===== config.mk =====
export PLATFORM = sky130hd
export DESIGN_NAME = rom_image_payload_crc_identify
export DESIGN_NICKNAME = d
export VERILOG_FILES = /design/src/rtl/ripci_pkg.sv /design/src/rtl/ripci_front.sv /design/src/rtl/ripci_queue.sv /design/src/rtl/ripci_back.sv /design/src/rtl/rom_image_payload_crc_identify.sv
export VERILOG_INCLUDE_DIRS = /design/src /design/src/rtl
export SDC_FILE = /design/constraint.sdc
export NUM_CORES = 1
export LEC_CHECK = 0
export ABC_AREA = 1
export BUFFER_PORTS_ARGS = -buffer_cell sky130_fd_sc_hd__buf_2
export CAP_MARGIN = 20
export CORE_UTILIZATION = 62
export CTS_CLUSTER_SIZE = 20
export DETAILED_ROUTE_END_ITERATION = 6
export PLACE_DENSITY = 0.78
export SLEW_MARGIN = 25
export SYNTH_ARGS = -nofsm -noshare
export SYNTH_HDL_FRONTEND = slang
export SYNTH_SLANG_ARGS = --single-unit

===== constraint.sdc =====
create_clock -name clk -period 3.5 [get_ports clk]
set_input_delay 0 -clock clk [delete_from_list [all_inputs] [get_ports clk]]
set_output_delay 0 -clock clk [all_outputs]
set_load 0.01 [all_outputs]

===== src/rtl/rom_image_payload_crc_identify_assert.svh =====
// Assertion macros used by ripci_back.
`ifndef ROM_IMAGE_PAYLOAD_CRC_IDENTIFY_ASSERT_SVH
`define ROM_IMAGE_PAYLOAD_CRC_IDENTIFY_ASSERT_SVH
`ifndef SYNTHESIS
// A property that must hold at every rising clock edge outside reset.
`define RIPCI_ASSERT(lbl, clk, rst_n, prop, msg) \
	lbl: assert property (@(posedge clk) disable iff (!(rst_n)) (prop)) else $error(msg);
// A condition that must never be seen outside reset.
`define RIPCI_NEVER(lbl, clk, rst_n, cond, msg) \
	lbl: assert property (@(posedge clk) disable iff (!(rst_n)) !(cond)) else $error(msg);
`else
`define RIPCI_ASSERT(lbl, clk, rst_n, prop, msg)
`define RIPCI_NEVER(lbl, clk, rst_n, cond, msg)
`endif
`endif


===== src/rtl/ripci_pkg.sv =====
`default_nettype none
package ripci_pkg;

	localparam int POS_W = 23;
	localparam int QDEPTH = 4;
	localparam int QPTR_W = $clog2(QDEPTH);
	localparam int QCNT_W = $clog2(QDEPTH + 1);

	localparam logic [POS_W-1:0] POS_MAX = {POS_W{1'b1}};
	localparam logic [POS_W-1:0] POS_PRG = POS_W'(4);
	localparam logic [POS_W-1:0] POS_CHR = POS_W'(5);
	localparam logic [POS_W-1:0] POS_FLAGS = POS_W'(6);
	localparam logic [POS_W-1:0] POS_MAGIC_END = POS_W'(4);
	localparam logic [POS_W-1:0] POS_HDR_LAST = POS_W'(15);

	localparam logic [9:0] HDR_LEN = 10'd16;
	localparam logic [9:0] HDR_TRAINER_LEN = 10'd528;
	localparam logic [7:0] TRAINER_MASK = 8'h04;

	localparam logic [3:0][7:0] MAGIC = {8'h1A, 8'h53, 8'h45, 8'h4E};

	localparam logic [31:0] CRC_POLY = 32'hEDB88320;
	localparam logic [31:0] CRC_INIT = 32'hFFFFFFFF;
	localparam logic [31:0] PADDLE_CRC = 32'hD89E5A67;

	localparam logic [2:0][31:0] FAMICOM_GUN_LIST = {32'h2A6559A1, 32'h24598791, 32'h0AFB395E};
	localparam logic [2:0][31:0] TWO_ZAPPER_LIST = {32'hD15009CC, 32'hB79F2651, 32'h231BC76E};
	localparam logic [2:0][31:0] ONE_ZAPPER_LIST = {32'h051E60C6, 32'h04A6B46D, 32'h01B87025};

	typedef enum logic [1:0] {
		GUN_NONE = 2'd0,
		GUN_ZAPPER = 2'd1,
		GUN_FAMICOM = 2'd2,
		GUN_TWO_ZAPPERS = 2'd3
	} gun_mode_t;

	typedef struct packed {
		logic [7:0] image_byte;
		logic last_byte;
	} in_t;

	typedef struct packed {
		logic [31:0] payload_crc;
		logic image_valid;
		logic [1:0] gun_mode;
		logic [1:0] detected_mode;
		logic paddle_found;
	} out_t;

	// One classified byte on its way from the front to the back.
	typedef struct packed {
		logic [7:0] data;
		logic crc_en;
		logic last;
		logic valid;
	} entry_t;

	function automatic logic [31:0] crc_byte(input logic [31:0] crc, input logic [7:0] b);
		logic [31:0] c;
		c = crc ^ {24'd0, b};
		for (int k = 0; k < 8; k++) begin
			c = c[0] ? ((c >> 1) ^ CRC_POLY) : (c >> 1);
		end
		return c;
	endfunction

	function automatic logic in_list(input logic [2:0][31:0] list, input logic [31:0] crc);
		return (list[0] == crc) || (list[1] == crc) || (list[2] == crc);
	endfunction

	function automatic gun_mode_t class_of(input logic [31:0] crc);
		gun_mode_t m;
		if (in_list(FAMICOM_GUN_LIST, crc)) begin
			m = GUN_FAMICOM;
		end else if (in_list(TWO_ZAPPER_LIST, crc)) begin
			m = GUN_TWO_ZAPPERS;
		end else if (in_list(ONE_ZAPPER_LIST, crc)) begin
			m = GUN_ZAPPER;
		end else begin
			m = GUN_NONE;
		end
		return m;
	endfunction

endpackage
`default_nettype wire


===== src/rtl/ripci_front.sv =====
`default_nettype none
module ripci_front import ripci_pkg::*; (
	input wire logic clk,
	input wire logic arst_n,
	input wire logic in_valid,
	output logic in_stall,
	input wire in_t in_data,
	input wire logic full,
	output logic push,
	output entry_t push_entry
);

	logic [POS_W-1:0] pos_q;
	logic magic_good_q;
	logic [7:0] prg_q;
	logic [7:0] chr_q;
	logic trainer_q;
	logic [9:0] start_q;
	logic [POS_W-1:0] end_q;
	logic nonempty_q;

	logic [POS_W-1:0] payload_len;
	logic [POS_W:0] count;
	logic magic_bad;

	assign in_stall = full;
	assign push = in_valid && !full;

	assign payload_len = {1'b0, prg_q, 14'd0} + {2'b00, chr_q, 13'd0};
	assign count = {1'b0, pos_q} + (POS_W+1)'(1);
	assign magic_bad = (pos_q < POS_MAGIC_END) && (in_data.image_byte != MAGIC[pos_q[1:0]]);

	always_comb begin
		push_entry.data = in_data.image_byte;
		push_entry.last = in_data.last_byte;
		push_entry.crc_en = (pos_q >= {13'd0, start_q}) && (pos_q < end_q);
		// Header fields have long settled once the count reaches the header length.
		push_entry.valid = (pos_q >= POS_HDR_LAST) && magic_good_q && nonempty_q &&
			(count >= {1'b0, end_q});
	end

	// The span limits only matter from byte 16 on, so they are registered.
	always_ff @(posedge clk or negedge arst_n) begin
		if (!arst_n) begin
			start_q <= HDR_LEN;
			end_q <= '0;
			nonempty_q <= 1'b0;
		end else begin
			start_q <= trainer_q ? HDR_TRAINER_LEN : HDR_LEN;
			end_q <= payload_len + {13'd0, (trainer_q ? HDR_TRAINER_LEN : HDR_LEN)};
			nonempty_q <= (prg_q != 8'd0) || (chr_q != 8'd0);
		end
	end

	always_ff @(posedge clk or negedge arst_n) begin
		if (!arst_n) begin
			pos_q <= '0;
			magic_good_q <= 1'b1;
			prg_q <= '0;
			chr_q <= '0;
			trainer_q <= 1'b0;
		end else if (push) begin
			if (in_data.last_byte) begin
				pos_q <= '0;
				magic_good_q <= 1'b1;
				prg_q <= '0;
				chr_q <= '0;
				trainer_q <= 1'b0;
			end else begin
				if (pos_q != POS_MAX) begin
					pos_q <= pos_q + POS_W'(1);
				end
				if (magic_bad) begin
					magic_good_q <= 1'b0;
				end
				if (pos_q == POS_PRG) begin
					prg_q <= in_data.image_byte;
				end
				if (pos_q == POS_CHR) begin
					chr_q <= in_data.image_byte;
				end
				if (pos_q == POS_FLAGS) begin
					trainer_q <= (in_data.image_byte & TRAINER_MASK) != 8'd0;
				end
			end
		end
	end

endmodule
`default_nettype wire


===== src/rtl/ripci_queue.sv =====
`default_nettype none
module ripci_queue import ripci_pkg::*; (
	input wire logic clk,
	input wire logic arst_n,
	input wire logic push,
	input wire entry_t push_entry,
	output logic full,
	input wire logic pop,
	output entry_t head_entry,
	output logic empty
);

	entry_t slots_q [QDEPTH];
	logic [QPTR_W-1:0] wr_q;
	logic [QPTR_W-1:0] rd_q;
	logic [QCNT_W-1:0] cnt_q;

	assign full = cnt_q == QCNT_W'(QDEPTH);
	assign empty = cnt_q == '0;
	assign head_entry = slots_q[rd_q];

	always_ff @(posedge clk) begin
		if (push) begin
			slots_q[wr_q] <= push_entry;
		end
	end

	always_ff @(posedge clk or negedge arst_n) begin
		if (!arst_n) begin
			wr_q <= '0;
			rd_q <= '0;
			cnt_q <= '0;
		end else begin
			if (push) begin
				wr_q <= wr_q + QPTR_W'(1);
			end
			if (pop) begin
				rd_q <= rd_q + QPTR_W'(1);
			end
			case ({push, pop})
				2'b10: cnt_q <= cnt_q + QCNT_W'(1);
				2'b01: cnt_q <= cnt_q - QCNT_W'(1);
				default: cnt_q <= cnt_q;
			endcase
		end
	end

endmodule
`default_nettype wire


===== src/rtl/ripci_back.sv =====
`default_nettype none
`include "rom_image_payload_crc_identify_assert.svh"
module ripci_back import ripci_pkg::*; (
	input wire logic clk,
	input wire logic arst_n,
	input wire logic cfg_write,
	input wire logic cfg_data,
	input wire logic empty,
	input wire entry_t head_entry,
	output logic pop,
	output logic out_valid,
	input wire logic out_stall,
	output out_t out_data
);

	logic gun_enable_q;
	logic [31:0] crc_q;
	logic s1_valid_q;
	logic [31:0] crc_s1;
	logic good_s1;
	logic out_valid_q;
	out_t out_q;

	logic [31:0] crc_next;
	logic [31:0] crc_use;
	logic s1_move;
	logic s1_free;
	gun_mode_t det;

	assign crc_next = crc_byte(crc_q, head_entry.data);
	assign crc_use = head_entry.crc_en ? crc_next : crc_q;

	assign s1_move = s1_valid_q && (!out_valid_q || !out_stall);
	assign s1_free = !s1_valid_q || s1_move;
	// Ordinary bytes never wait; only the closing beat needs room in the result stage.
	assign pop = !empty && (!head_entry.last || s1_free);

	assign det = good_s1 ? class_of(crc_s1) : GUN_NONE;

	assign out_valid = out_valid_q;
	assign out_data = out_q;

	always_ff @(posedge clk or negedge arst_n) begin
		if (!arst_n) begin
			gun_enable_q <= 1'b1;
		end else if (cfg_write) begin
			gun_enable_q <= cfg_data;
		end
	end

	always_ff @(posedge clk or negedge arst_n) begin
		if (!arst_n) begin
			crc_q <= CRC_INIT;
			s1_valid_q <= 1'b0;
		end else begin
			if (pop) begin
				crc_q <= head_entry.last ? CRC_INIT : crc_use;
			end
			if (pop && head_entry.last) begin
				s1_valid_q <= 1'b1;
			end else if (s1_move) begin
				s1_valid_q <= 1'b0;
			end
		end
	end

	always_ff @(posedge clk) begin
		if (pop && head_entry.last) begin
			crc_s1 <= head_entry.valid ? ~crc_use : 32'd0;
			good_s1 <= head_entry.valid;
		end
	end

	always_ff @(posedge clk or negedge arst_n) begin
		if (!arst_n) begin
			out_valid_q <= 1'b0;
		end else if (s1_move) begin
			out_valid_q <= 1'b1;
		end else if (!out_stall) begin
			out_valid_q <= 1'b0;
		end
	end

	always_ff @(posedge clk) begin
		if (s1_move) begin
			out_q.payload_crc <= crc_s1;
			out_q.image_valid <= good_s1;
			out_q.detected_mode <= det;
			out_q.gun_mode <= gun_enable_q ? det : GUN_NONE;
			out_q.paddle_found <= good_s1 && (crc_s1 == PADDLE_CRC);
		end
	end

	`RIPCI_ASSERT(a_invalid_clean, clk, arst_n, (out_valid_q && !out_q.image_valid) |-> (out_q.payload_crc == 32'd0 && out_q.detected_mode == GUN_NONE && !out_q.paddle_found), "invalid image reported with non-zero fields")
	`RIPCI_ASSERT(a_gun_gating, clk, arst_n, (out_valid_q && out_q.gun_mode != GUN_NONE) |-> (out_q.gun_mode == out_q.detected_mode), "gated gun mode differs from detected mode")
	`RIPCI_ASSERT(a_s1_holds, clk, arst_n, (s1_valid_q && !s1_move) |=> (s1_valid_q && $stable(crc_s1) && $stable(good_s1)), "pending result changed while blocked")
	`RIPCI_NEVER(a_last_overrun, clk, arst_n, pop && head_entry.last && s1_valid_q && !s1_move, "closing beat popped over a pending result")

endmodule
`default_nettype wire


===== src/rtl/rom_image_payload_crc_identify.sv =====
`default_nettype none
// Channel   Handshake             Payload
// input     in_valid / in_stall   in_data  (image_byte, last_byte)
// output    out_valid / out_stall out_data (payload_crc, image_valid, gun_mode,
//                                           detected_mode, paddle_found)
// config    cfg_write             cfg_data (gun_enable)
//
// One image byte is taken every cycle unless the byte queue is full; a beat flagged
// last yields one result. The closing beat passes through the byte queue, the s1
// result stage and the output register before out_valid rises.
// in_stall rises only when the four-entry byte queue is full.
// Reset clears the stream state and sets gun_enable to one.
module rom_image_payload_crc_identify import ripci_pkg::*; (
	input wire logic clk,
	input wire logic arst_n,
	input wire logic cfg_write,
	input wire logic cfg_data,
	input wire logic in_valid,
	output logic in_stall,
	input wire in_t in_data,
	output logic out_valid,
	input wire logic out_stall,
	output out_t out_data
);

	logic push;
	entry_t push_entry;
	logic full;
	logic pop;
	entry_t head_entry;
	logic empty;

	ripci_front u_front (
		.clk(clk),
		.arst_n(arst_n),
		.in_valid(in_valid),
		.in_stall(in_stall),
		.in_data(in_data),
		.full(full),
		.push(push),
		.push_entry(push_entry)
	);

	ripci_queue u_queue (
		.clk(clk),
		.arst_n(arst_n),
		.push(push),
		.push_entry(push_entry),
		.full(full),
		.pop(pop),
		.head_entry(head_entry),
		.empty(empty)
	);

	ripci_back u_back (
		.clk(clk),
		.arst_n(arst_n),
		.cfg_write(cfg_write),
		.cfg_data(cfg_data),
		.empty(empty),
		.head_entry(head_entry),
		.pop(pop),
		.out_valid(out_valid),
		.out_stall(out_stall),
		.out_data(out_data)
	);

endmodule
`default_nettype wire


# Yosys cells after proc, flatten, opt, wreduce, memory -nomap -nowiden
# Memories as Yosys holds them, arrays and structs flattened.
# Index checks and enable logic that the tools add are counted.
# Widths: inputs -> output; s select.
[word_totals]
register_bits = 188
n_memories = 1
mem_bits_rw = 44
wordCells = 141
input_bits = 15
out_inout_bits = 40
[op_classes]
reduce_logical = 41
n_mux = 34
eq_ne = 19
magnitude_cmp = 6
bitwise_logic = 10
add_sub_neg = 8
[mem_list]
columns = ["memory", "depth", "word_bits", "read_ports", "rd_clocked_by_memory_dff", "write_ports", "line", "source"]
rows = [
  ["u_queue.slots_q", 4, 11, 1, 0, 1, "ripci_queue.sv:13", "entry_t slots_q [QDEPTH];"],
]
[op_table]
columns = ["operator", "count"]
rows = [
  ["$mux 32", 10],
  ["$not 13->14", 8],
  ["$eq 30x32->1 const A", 3],
  ["$eq 23x3->1 const B", 3],
  ["$eq 27x32->1 const A", 2],
  ["$eq 32x32->1 const A", 2],
  ["$mux 23", 2],
  ["$mux 8", 5],
  ["$eq 25x32->1 const A", 1],
  ["$eq 28x32->1 const A", 1],
  ["$eq 32x32->1 const B", 1],
  ["$not 32->32", 1],
  ["$xor 32x8->32", 1],
  ["$add 23x1->24 const B", 1],
  ["$ge 24x23->1", 1],
  ["$add 22x21->23", 1],
  ["$add 23x1->23 const B", 1],
  ["$add 23x10->23", 1],
  ["$ge 23x10->1", 1],
  ["$ge 23x4->1 const B", 1],
  ["$lt 23x23->1", 1],
  ["$lt 23x3->1 const B", 1],
  ["$ne 23x23->1 const B", 1],
  ["$bmux 8 s2", 1],
  ["20 further kinds", 67],
]

# Logic depth before layout (Yosys ltp)
# Gate-level depths: netlist of run 1.
# An unclocked memory read counts as a cell.
[logic_depth]
ltp_word = 20
depth_mapped = 21
mapped_depth_nobuf = 21

# By module
# From an unflattened synthesis of run 1, not the netlist that was laid out.
[hier_totals]
hier_cells = 1469
hier_area_um2 = 12483.2
[modules_own_cells]
columns = ["mod", "cells_per_inst", "instances", "seq_area_each_um2", "area_each_um2"]
rows = [
  ["ripci_back", 768, 1, 3049.2, 6148.4],
  ["ripci_front", 524, 1, 1352.5, 4147.7],
  ["ripci_queue", 177, 1, 1496.4, 2187.1],
]

# Worst setup path before layout of run 1
# Ideal clock, no wire load.
[synth_timing]
kind = "flip-flop to flip-flop"
from = "register u_front.pos_q[0]"
to = "memory u_queue.slots_q[0][0] (netlist name) (data pin)"
stages_incl_launch_ff = 21
setup_ps = 257
period_less_slack_ps = 2916
setup_slack_ps = 584
t_required_ps = 3243
arrival_ps = 2659
path_buffers = 0
cell_sequence = "dfrtp_1 > ha_1 > nand2_1 > nor2_2 > nand2_1 > nor2_1 > nand3_1 > nor4_1 > nand2_1 > nor2_2 > xor2_1 > inv_1 > ha_1 > nand2_1 > nor2_1 > a211oi_1 > o21ai_0 > inv_1 > nand3_1 > nand2_1 > inv_1"
[synth_rtl]
columns = ["item", "line", "source"]
rows = [
  ["start, declared", "ripci_front.sv:13", "logic [POS_W-1:0] pos_q;"],
  ["start signal, assigned", "ripci_front.sv:71", "pos_q <= pos_q + POS_W'(1);"],
  ["end, declared", "ripci_queue.sv:13", ""],
]

==> impl_summary.txt, run 1 <==
----------------------------------------------------
[Run status]
  Result of the run ... finished, final reports clean

[Critical path]
  Critical path required time ... between 3000 and 4000 ps
  Cells on worst reg2reg path ... 20
  Worst R2R Setup Slack ... 300 ps
  Setup crit start kind ... register
  Critical path class ... reg2reg
  Arrival time at the worst endpoint ... 3460 ps
  Endpoint of the worst register-to-register path ... u_queue.slots_q[3][0]$_DFFE_PP_
  Worst Setup End Kind ... register
  Maximum fanout encountered on the critical timing path ... 6
  Startpoint of the worst-slack reg-to-reg timing path ... u_front.pos_q[0]$_DFFE_PN0P_

[Floorplanning]
  DIE HEIGHT ... 137.9 um
  Die area ... between 0.015 and 0.02 sq mm
  Number of top-level pins ... 55
  Area inside the core boundary ... 0.01802 sq mm
  FP Rows ... 49
  Chip width ... roughly 140 um
  Initial core utilization ... 0.6354

[Finish]
  Fillers ... approximately 1.4k
  Share of the core filled with cells in the final layout ... 0.7193
  Fin nets ... roughly 1.5k
  Area occupied by multi-input gates ... about 0.0048 sq mm
  Layout cells sized above 1 ... 0.1347
  N_diodes ... 0
  Sequential standard cell area ... approximately 0.0059 sq mm
  Layout area overhead ... 13.21%
  Final design instance area without fill ... approximately 0.013 sq mm

[STA]
  Total negative slack ... 0 ps
  Final worst path period share ... 0.9147
  Max-Slew Margin vs Limit ... 0.4494
  Shortest clock period the worst path allows after layout ... roughly 3200 ps
  Transition time at the pin with the least slew margin ... between 800 and 900 ps
  Setup repair after global routing missed its margin ... false
  Worst clock skew ... roughly 13 ps
  Final count of negative-setup-slack endpoints ... 0
  Max-slew violation count ... 0
  Final hold viol count ... 0
  Fin worst setup slack ... 298.7 ps
  Achievable frequency ... around 310 MHz

[Route]
  Overall routed net length ... ~29000 um
  Vias ... about 9.5k
  Post-detailed-route DRC marker count ... 0
  Drt initial violations ... a little under 1k
  Post-detailed-route via-to-cell ratio ... ~5.8
  Number of optimization iterations in the first detailed-route pass ... 5
  Final antenna-violating net count ... 0
  Per-cell routed wire length ... ~18 um

[Logic synthesis]
  Post-synth ARST share ... 0.4550
  Number of distinct library cells after synthesis ... between 50 and 60
  Library cell with the largest summed area after synthesis ... sky130_fd_sc_hd__edfxtp_1
  Synthesis warning total ... 0
  Post-synthesis net count ... approximately 1.4k
  Prevailing post-synth register cell ... sky130_fd_sc_hd__edfxtp_1
  Count leader, synth ... sky130_fd_sc_hd__nand2_1
  Main area contributors after synthesis ... sky130_fd_sc_hd__edfxtp_1 30%, sky130_fd_sc_hd__dfrtp_1 14%, sky130_fd_sc_hd__nand2_1 11%, sky130_fd_sc_hd__dfstp_2 7.8%, sky130_fd_sc_hd__inv_1 5.2%
  Count of flip-flops with a built-in enable after synthesis ... roughly 120
  Post-synth top area share ... 0.3015
  Synth Cell Area ... between 0.01 and 0.015 sq mm
  Seq/Total Area, Yosys ... 0.5150
  Commonest cells in the netlist ... 325 x sky130_fd_sc_hd__nand2_1, 158 x sky130_fd_sc_hd__inv_1, 115 x sky130_fd_sc_hd__edfxtp_1, 98 x sky130_fd_sc_hd__nor2_1, 97 x sky130_fd_sc_hd__nand3_1
  Number of flip-flops and latches in the synthesized netlist ... approximately 210
  Synthesized instance count ... approximately 1.3k
  Syn_area_per_cell ... a little under 9 sq um

[Clock tree]
  CTS H-Tree Depth ... 1
  Insertion delay of the later-clocked pin in the worst-skew pair ... a little over 500 ps
  Number of buffers created by CTS ... 22
  Buffer cell driving the clock tree root ... sky130_fd_sc_hd__clkbuf_16
  Count of clock tree sinks ... between 200 and 250
  Clock tree buffer depth ... 3
  Register clock-pin slew on the reported worst setup and hold paths ... 60 ps
  CTS tree ... done

[Place]
  Detailed-placement wirelength estimate ... about 21000 um
  Post-placement cell area ... around 0.012 sq mm
  GP Congestion ... 0.9807
  Number of input and output port buffers inserted ... 54
  Setup Slack @ Placement ... around 190 ps

[GRT]
  First-pass GRT wire length ... roughly 46000 um
  Pin count of the biggest net entering global routing ... slightly above 70
  Via count of the first global-routing pass ... between 8k and 9k
  Initial antenna violation count ... 0
  Aggregate global-route resource usage ... 0.3151
  Overflow left after global routing ... 0

[Job]
  Max capacitance violation total ... 0

[Pwr]
  Total power of the final layout ... 14200 uW
  Maximum VDD drop ... ~0.75 mV
  LEAKAGE ... about 0.006 uW
  Power density of the placed cells ... 1095 mW/mm^2

[Hold path]
  Type of the tightest min-delay check ... in2async

----------------------------------------------------
-- flip-flops by register name, indices dropped and copies added (netlist names) --
name,count
u_queue.slots_q,44
u_back.out_data,38
u_back.crc_q,32
u_back.crc_s1,32
u_front.pos_q,23
u_front.end_q,12
u_front.chr_q,8
u_front.prg_q,8
u_queue.cnt_q,3
u_queue.rd_q,2
u_queue.wr_q,2
u_back.good_s1,1
u_back.gun_enable_q,1
u_back.out_valid,1
u_back.s1_valid_q,1
u_front.magic_good_q,1
u_front.nonempty_q,1
u_front.trainer_q,1
-- what timing repair did --
action | in CTS | in global routing
hold buffers | 14 | 0
resized for setup | 0 | 7
hold endpoints to repair | 101 | 0
endpoints found under the setup margin | 0 | 4
buffers inserted | 0 | 1
-- critical path: stages, from the launching register on --
cell and delay, ps:
sky130_fd_sc_hd__dfrtp_2 410, sky130_fd_sc_hd__ha_2 230, sky130_fd_sc_hd__nand2_1 90, sky130_fd_sc_hd__nor2_2 110
sky130_fd_sc_hd__nand2_1 120, sky130_fd_sc_hd__nor2_2 150, sky130_fd_sc_hd__nand3_1 110, sky130_fd_sc_hd__nor4_1 210
sky130_fd_sc_hd__nand2_1 120, sky130_fd_sc_hd__nor2_2 140, sky130_fd_sc_hd__xor2_1 190, sky130_fd_sc_hd__inv_1 70
sky130_fd_sc_hd__ha_1 280, sky130_fd_sc_hd__nand2_1 70, sky130_fd_sc_hd__nor2_1 50, sky130_fd_sc_hd__a211oi_2 150
sky130_fd_sc_hd__o21ai_0 120, sky130_fd_sc_hd__inv_1 60, sky130_fd_sc_hd__nand3_1 110, sky130_fd_sc_hd__nand2_1 90
sky130_fd_sc_hd__inv_1 60
-- cell type report --
| type | instances | share of cell area |
|---|---|---|
| inverters | 169 | 0.04893 |
| clock inverters | 7 | 0.003667 |
| clock buffers | 33 | 0.04960 |
| multi-input cells | 897 | 0.3709 |
| flip-flops and latches | 211 | 0.4551 |
| repair buffers | 94 | 0.04970 |
| well taps | 229 | 0.02210 |
-- stage by stage --
stage / hold slack (ps) / std cells
3_3_place_gp: 182.6 / 1584
4_1_cts: 223.4 / 1638
5_1_grt: 150.3 / 1640
6_report: 90.63 / 1640
2_1_floorplan: -295.6 / 1305
3_5_place_dp: 201.9 / 1584
-- logic make-up (layout without fill, tap and decap cells) --
family / after synthesis / after routing / synth area share
and+or+nand+nor: 641 / 641 / 0.2468
AOI/OAI and AO/OA: 162 / 162 / 0.08107
DFF: 211 / 211 / 0.5150
buffers and inverters: 197 / 303 / 0.06774
other: 1 / 1 / 0.0003274
xor gates and xnor gates: 51 / 51 / 0.04184
adders and majority gates: 42 / 42 / 0.04720
-- layer usage --
metal  GRT usage  up-vias  share of wire
met5           0        -              0
met4      0.1244        0          0.033
met3     0.04313       78          0.080
met2      0.4731      435           0.44
met1      0.4633     4406           0.45
li1            -     4562              -
-- where the power goes --
group | leakage, uW | internal, uW | switching (uW)
sequential | 0.00227 | 3950 | 622
clock | 0.000334 | 1280 | 956
combinational | 0.00331 | 2400 | 4990
-- worst max-delay path by stage --
stage / slack, ps / depth (start not counted) / start / end
detailed placement: 190 / 20 / u_front.pos_q[0]$_DFFE_PN0P_ / u_queue.slots_q[3][0]$_DFFE_PP_
CTS: 160 / 20 / u_front.pos_q[0]$_DFFE_PN0P_ / u_queue.slots_q[3][0]$_DFFE_PP_
finish: 300 / 20 / u_front.pos_q[0]$_DFFE_PN0P_ / u_queue.slots_q[3][0]$_DFFE_PP_
global placement: 260 / 20 / u_front.pos_q[0]$_DFFE_PN0P_ / u_queue.slots_q[3][0]$_DFFE_PP_
global route: 10 / 19 / u_front.pos_q[2]$_DFFE_PN0P_ / u_queue.slots_q[3][0]$_DFFE_PP_
floorplan: 580 / 20 / u_front.pos_q[0]$_DFFE_PN0P_ / u_queue.slots_q[0][0]$_DFFE_PP_
-- layout by cell type, fill, tap and decap left out, types with 3 or more instances in the layout --
cell and n:
sky130_fd_sc_hd__nand2_2 9, sky130_fd_sc_hd__o21ai_1 19, sky130_fd_sc_hd__nand3_1 97, sky130_fd_sc_hd__clkinv_2 3, sky130_fd_sc_hd__dfrtp_1 60, sky130_fd_sc_hd__dlygate4sd3_1 14, sky130_fd_sc_hd__nand3b_1 3, sky130_fd_sc_hd__buf_2 53
sky130_fd_sc_hd__a21oi_1 58, sky130_fd_sc_hd__dfstp_2 34, sky130_fd_sc_hd__clkbuf_1 7, sky130_fd_sc_hd__clkbuf_16 23, sky130_fd_sc_hd__edfxtp_1 115, sky130_fd_sc_hd__nor4_1 29, sky130_fd_sc_hd__and2_1 7, sky130_fd_sc_hd__a22oi_1 8
sky130_fd_sc_hd__nand2_4 4, sky130_fd_sc_hd__nand2_1 325, sky130_fd_sc_hd__inv_1 158, sky130_fd_sc_hd__xor2_1 41, sky130_fd_sc_hd__or2_2 3, sky130_fd_sc_hd__nor2_2 6, sky130_fd_sc_hd__inv_2 10, sky130_fd_sc_hd__buf_4 24
sky130_fd_sc_hd__o22ai_1 16, sky130_fd_sc_hd__o21ai_0 39, sky130_fd_sc_hd__ha_1 39, sky130_fd_sc_hd__or2_1 6, sky130_fd_sc_hd__xnor2_1 8, sky130_fd_sc_hd__nor3_1 22, sky130_fd_sc_hd__a31oi_1 3, sky130_fd_sc_hd__nand4_1 31
sky130_fd_sc_hd__clkbuf_8 3, sky130_fd_sc_hd__nor2_1 93
(Power assumes the default switching activity.)
==> inputs of run 2 (changes only) <==
--- a/config.mk
+++ b/config.mk
@@ -9,10 +9,10 @@
 export ABC_AREA = 1
 export BUFFER_PORTS_ARGS = -buffer_cell sky130_fd_sc_hd__buf_2
 export CAP_MARGIN = 20
-export CORE_UTILIZATION = 62
+export CORE_UTILIZATION = 53
 export CTS_CLUSTER_SIZE = 20
 export DETAILED_ROUTE_END_ITERATION = 6
-export PLACE_DENSITY = 0.78
+export PLACE_DENSITY = 0.68
 export SLEW_MARGIN = 25
 export SYNTH_ARGS = -nofsm -noshare
 export SYNTH_HDL_FRONTEND = slang
==> run 2 against run 1 <==
  * Flip-flop and latch count did not move
  * Global-route usage is 3.9 points lower
  * Worst hold slack better by 170 ps
  * Setup slack got worse by 44 ps
  * Routed wire length grew 3.0%
  * Combinational power grew 1%
  * Register-to-register slack got worse by 40 ps
  * Clock power increased by 9.4%
  * Sequential share of layout area fell by 0.69 points
  * Cell area increased by 1.5%
  * Clock-buffer cell count shrank 5
  * Critical endpoint is now u_queue.slots_q[2][0]$_DFFE_PP_
==> impl_summary.txt, run 2 (synthesis results as in run 1) <==
----------------------------------------------------
[Route]
  Overall routed net length ... roughly 30000 um
  Per-cell routed wire length ... about 18 um
  Drt initial violations ... around 740
  Post-detailed-route DRC marker count ... 0
  Post-detailed-route via-to-cell ratio ... 5.558
  Final antenna-violating net count ... 0
  Vias ... about 9.4k
  Number of optimization iterations in the first detailed-route pass ... 7

[Critical path]
  Highest-delay cell along the critical path ... sky130_fd_sc_hd__dfrtp_1
  Maximum fanout encountered on the critical timing path ... 4
  Setup crit start kind ... register
  Critical path required time ... 3770 ps
  Top delay family on crit path ... simple AND/OR/NAND/NOR gates
  Dominant cell type by count on the critical path ... sky130_fd_sc_hd__nand2_1
  Arrival time at the worst endpoint ... between 3000 and 4000 ps
  Largest stage delay on the critical path ... ~390 ps
  Series of cell instances along the critical path ... ha_2, nand2_1, nor2_2, nand2_1, nor2_4, nand3_1, nor4_2, nand2_1, nor2_4, xor2_2, inv_1, ha_1, nand2_1, nor2_1, a211oi_1, o21ai_0, inv_1, nand3_1, nand2_1, inv_1
  Critical path class ... reg2reg
  Worst Setup End Kind ... register
  Count of buffering cells on the critical path with inverters included ... 3

[STA]
  Setup repair after global routing missed its margin ... false
  Max-Slew Margin vs Limit ... 0.5065
  Final hold viol count ... 0
  Transition time at the pin with the least slew margin ... 721.6 ps
  Total negative slack ... 0 ps
  Max-slew violation count ... 0
  Shortest clock period the worst path allows after layout ... 3245 ps
  Post-Route Hold Slack ... 260.8 ps
  Final worst path period share ... 0.9272
  Achievable frequency ... between 300 and 400 MHz
  Worst clock skew ... roughly 19 ps
  Final count of negative-setup-slack endpoints ... 0

[GRT]
  Via count of the first global-routing pass ... just under 9k
  Pin count of the biggest net entering global routing ... 40
  Initial antenna violation count ... 0
  First-pass GRT wire length ... 47120 um
  Aggregate global-route resource usage ... 0.2760
  Overflow left after global routing ... 0

[Place]
  Number of input and output port buffers inserted ... 54
  GP Congestion ... approximately 0.99
  Detailed-placement wirelength estimate ... around 22000 um
  Post-placement cell area ... 0.01212 sq mm

[Run status]
  Result of the run ... finished, final reports clean

[Floorplanning]
  Initial core utilization ... 0.5431
  Area inside the core boundary ... 0.02109 sq mm
  Chip width ... 149.0 um
  Die area ... ~0.022 sq mm
  FP Rows ... 53
  Number of top-level pins ... 55
  DIE HEIGHT ... between 100 and 150 um

[Finish]
  Layout area overhead ... 14.90%
  Most common cell after layout, fill and taps aside ... sky130_fd_sc_hd__nand2_1
  Share of the core filled with cells in the final layout ... 0.6240
  Number of flip-flops under the largest register name ... 44
  Final design instance area without fill ... 0.01316 sq mm
  Fillers ... between 1.5k and 2k
  N_diodes ... 0
  Fin nets ... roughly 1.5k
  Layout cells sized above 1 ... 0.1405
  Commonest non-fill, non-tap cells in the layout ... 325 x sky130_fd_sc_hd__nand2_1, 158 x sky130_fd_sc_hd__inv_1, 115 x sky130_fd_sc_hd__edfxtp_1, 97 x sky130_fd_sc_hd__nand3_1, 92 x sky130_fd_sc_hd__nor2_1
  Top reg by flops ... u_queue.slots_q
  Sequential standard cell area ... ~0.0059 sq mm
  Area occupied by multi-input gates ... 0.004835 sq mm

[Pwr]
  Power density of the placed cells ... around 1100 mW/mm^2
  LEAKAGE ... roughly 0.006 uW
  Maximum VDD drop ... 0.7223 mV

[Clock tree]
  Register clock-pin slew on the reported worst setup and hold paths ... around 60 ps
  Clock tree buffer depth ... 3
  Count of clock tree sinks ... around 210
  Number of buffers created by CTS ... 23
  Buffer cell driving the clock tree root ... sky130_fd_sc_hd__clkbuf_16
  Insertion delay of the later-clocked pin in the worst-skew pair ... about 520 ps
  CTS H-Tree Depth ... 1
  CTS tree ... done

[Job]
  Max capacitance violation total ... 0

[Hold path]
  Type of the tightest min-delay check ... in2reg

----------------------------------------------------
run 2: report_power, final:
part	total (uW)	leakage, uW	internal, uW	switching (uW)
registers	4570	0.00227	3940	625
logic	7470	0.00333	2430	5040
clock network	2440	0.000381	1430	1000
run 2: per-layer routing:
| metal | track usage | up-vias | part of all wire |
|---|---|---|---|
| met4 | 0.07500 | 0 | 0.025 |
| met1 | 0.4194 | 4419 | 0.47 |
| met2 | 0.4219 | 358 | 0.44 |
| met5 | 0 | - | 0 |
| met3 | 0.02630 | 52 | 0.062 |
| li1 | - | 4569 | - |
run 2: final timing paths:
kind | start | end | slack (ps) | cells past startpoint
max | u_front.pos_q[1]$_DFFE_PN0P_ | u_queue.slots_q[2][0]$_DFFE_PP_ | 250 | 20
max reg2reg | u_front.pos_q[1]$_DFFE_PN0P_ | u_queue.slots_q[2][0]$_DFFE_PP_ | 250 | 20
min | cfg_data | u_back.gun_enable_q$_DFFE_PN1P_ | 260 | 4
min reg2reg | u_front.trainer_q$_DFFE_PN0P_ | u_front.end_q[9]$_DFF_PN0_ | 380 | 0
max in group asynchronous | arst_n | u_back.crc_q[19]$_DFFE_PN1P_ | 2360 | 4
min in group asynchronous | arst_n | u_front.pos_q[20]$_DFFE_PN0P_ | 400 | 3
run 2: repair_timing:
item                                   4_1_cts  5_1_grt
endpoints found under the hold margin      117        0
hold buffers                                16        0
resized for setup                            0       10
setup endpoints to repair                    0        4
buffers inserted                             0        4
run 2: layout make-up:
cell class,instances,area share
sequential,211,0.4482
multi-input combinational,897,0.3674
timing repair buffer,97,0.05154
inverter,169,0.04821
clock buffer,28,0.04745
tap,275,0.02615
clock inverter,14,0.01103
run 2: metrics by stage:
step / total power [uW] / worst slack (ps) / cells
final: 14480 / 254.7 / 1691
after global routing: 15610 / 1.993 / 1691
after CTS: 14410 / 59.56 / 1686
after detailed placement: 11900 / 79.77 / 1628
after global placement: 11800 / 197.8 / 1628
after floorplan: 9678 / 583.6 / 1305
run 2: worst min-delay path, delay by kind of cell:
| family | cells | cell delay [ps] |
|---|---|---|
| buffers and inverters | 2 | 630 |
| AO/OA/AOI/OAI | 1 | 60 |
| AND/OR/NAND/NOR | 1 | 30 |
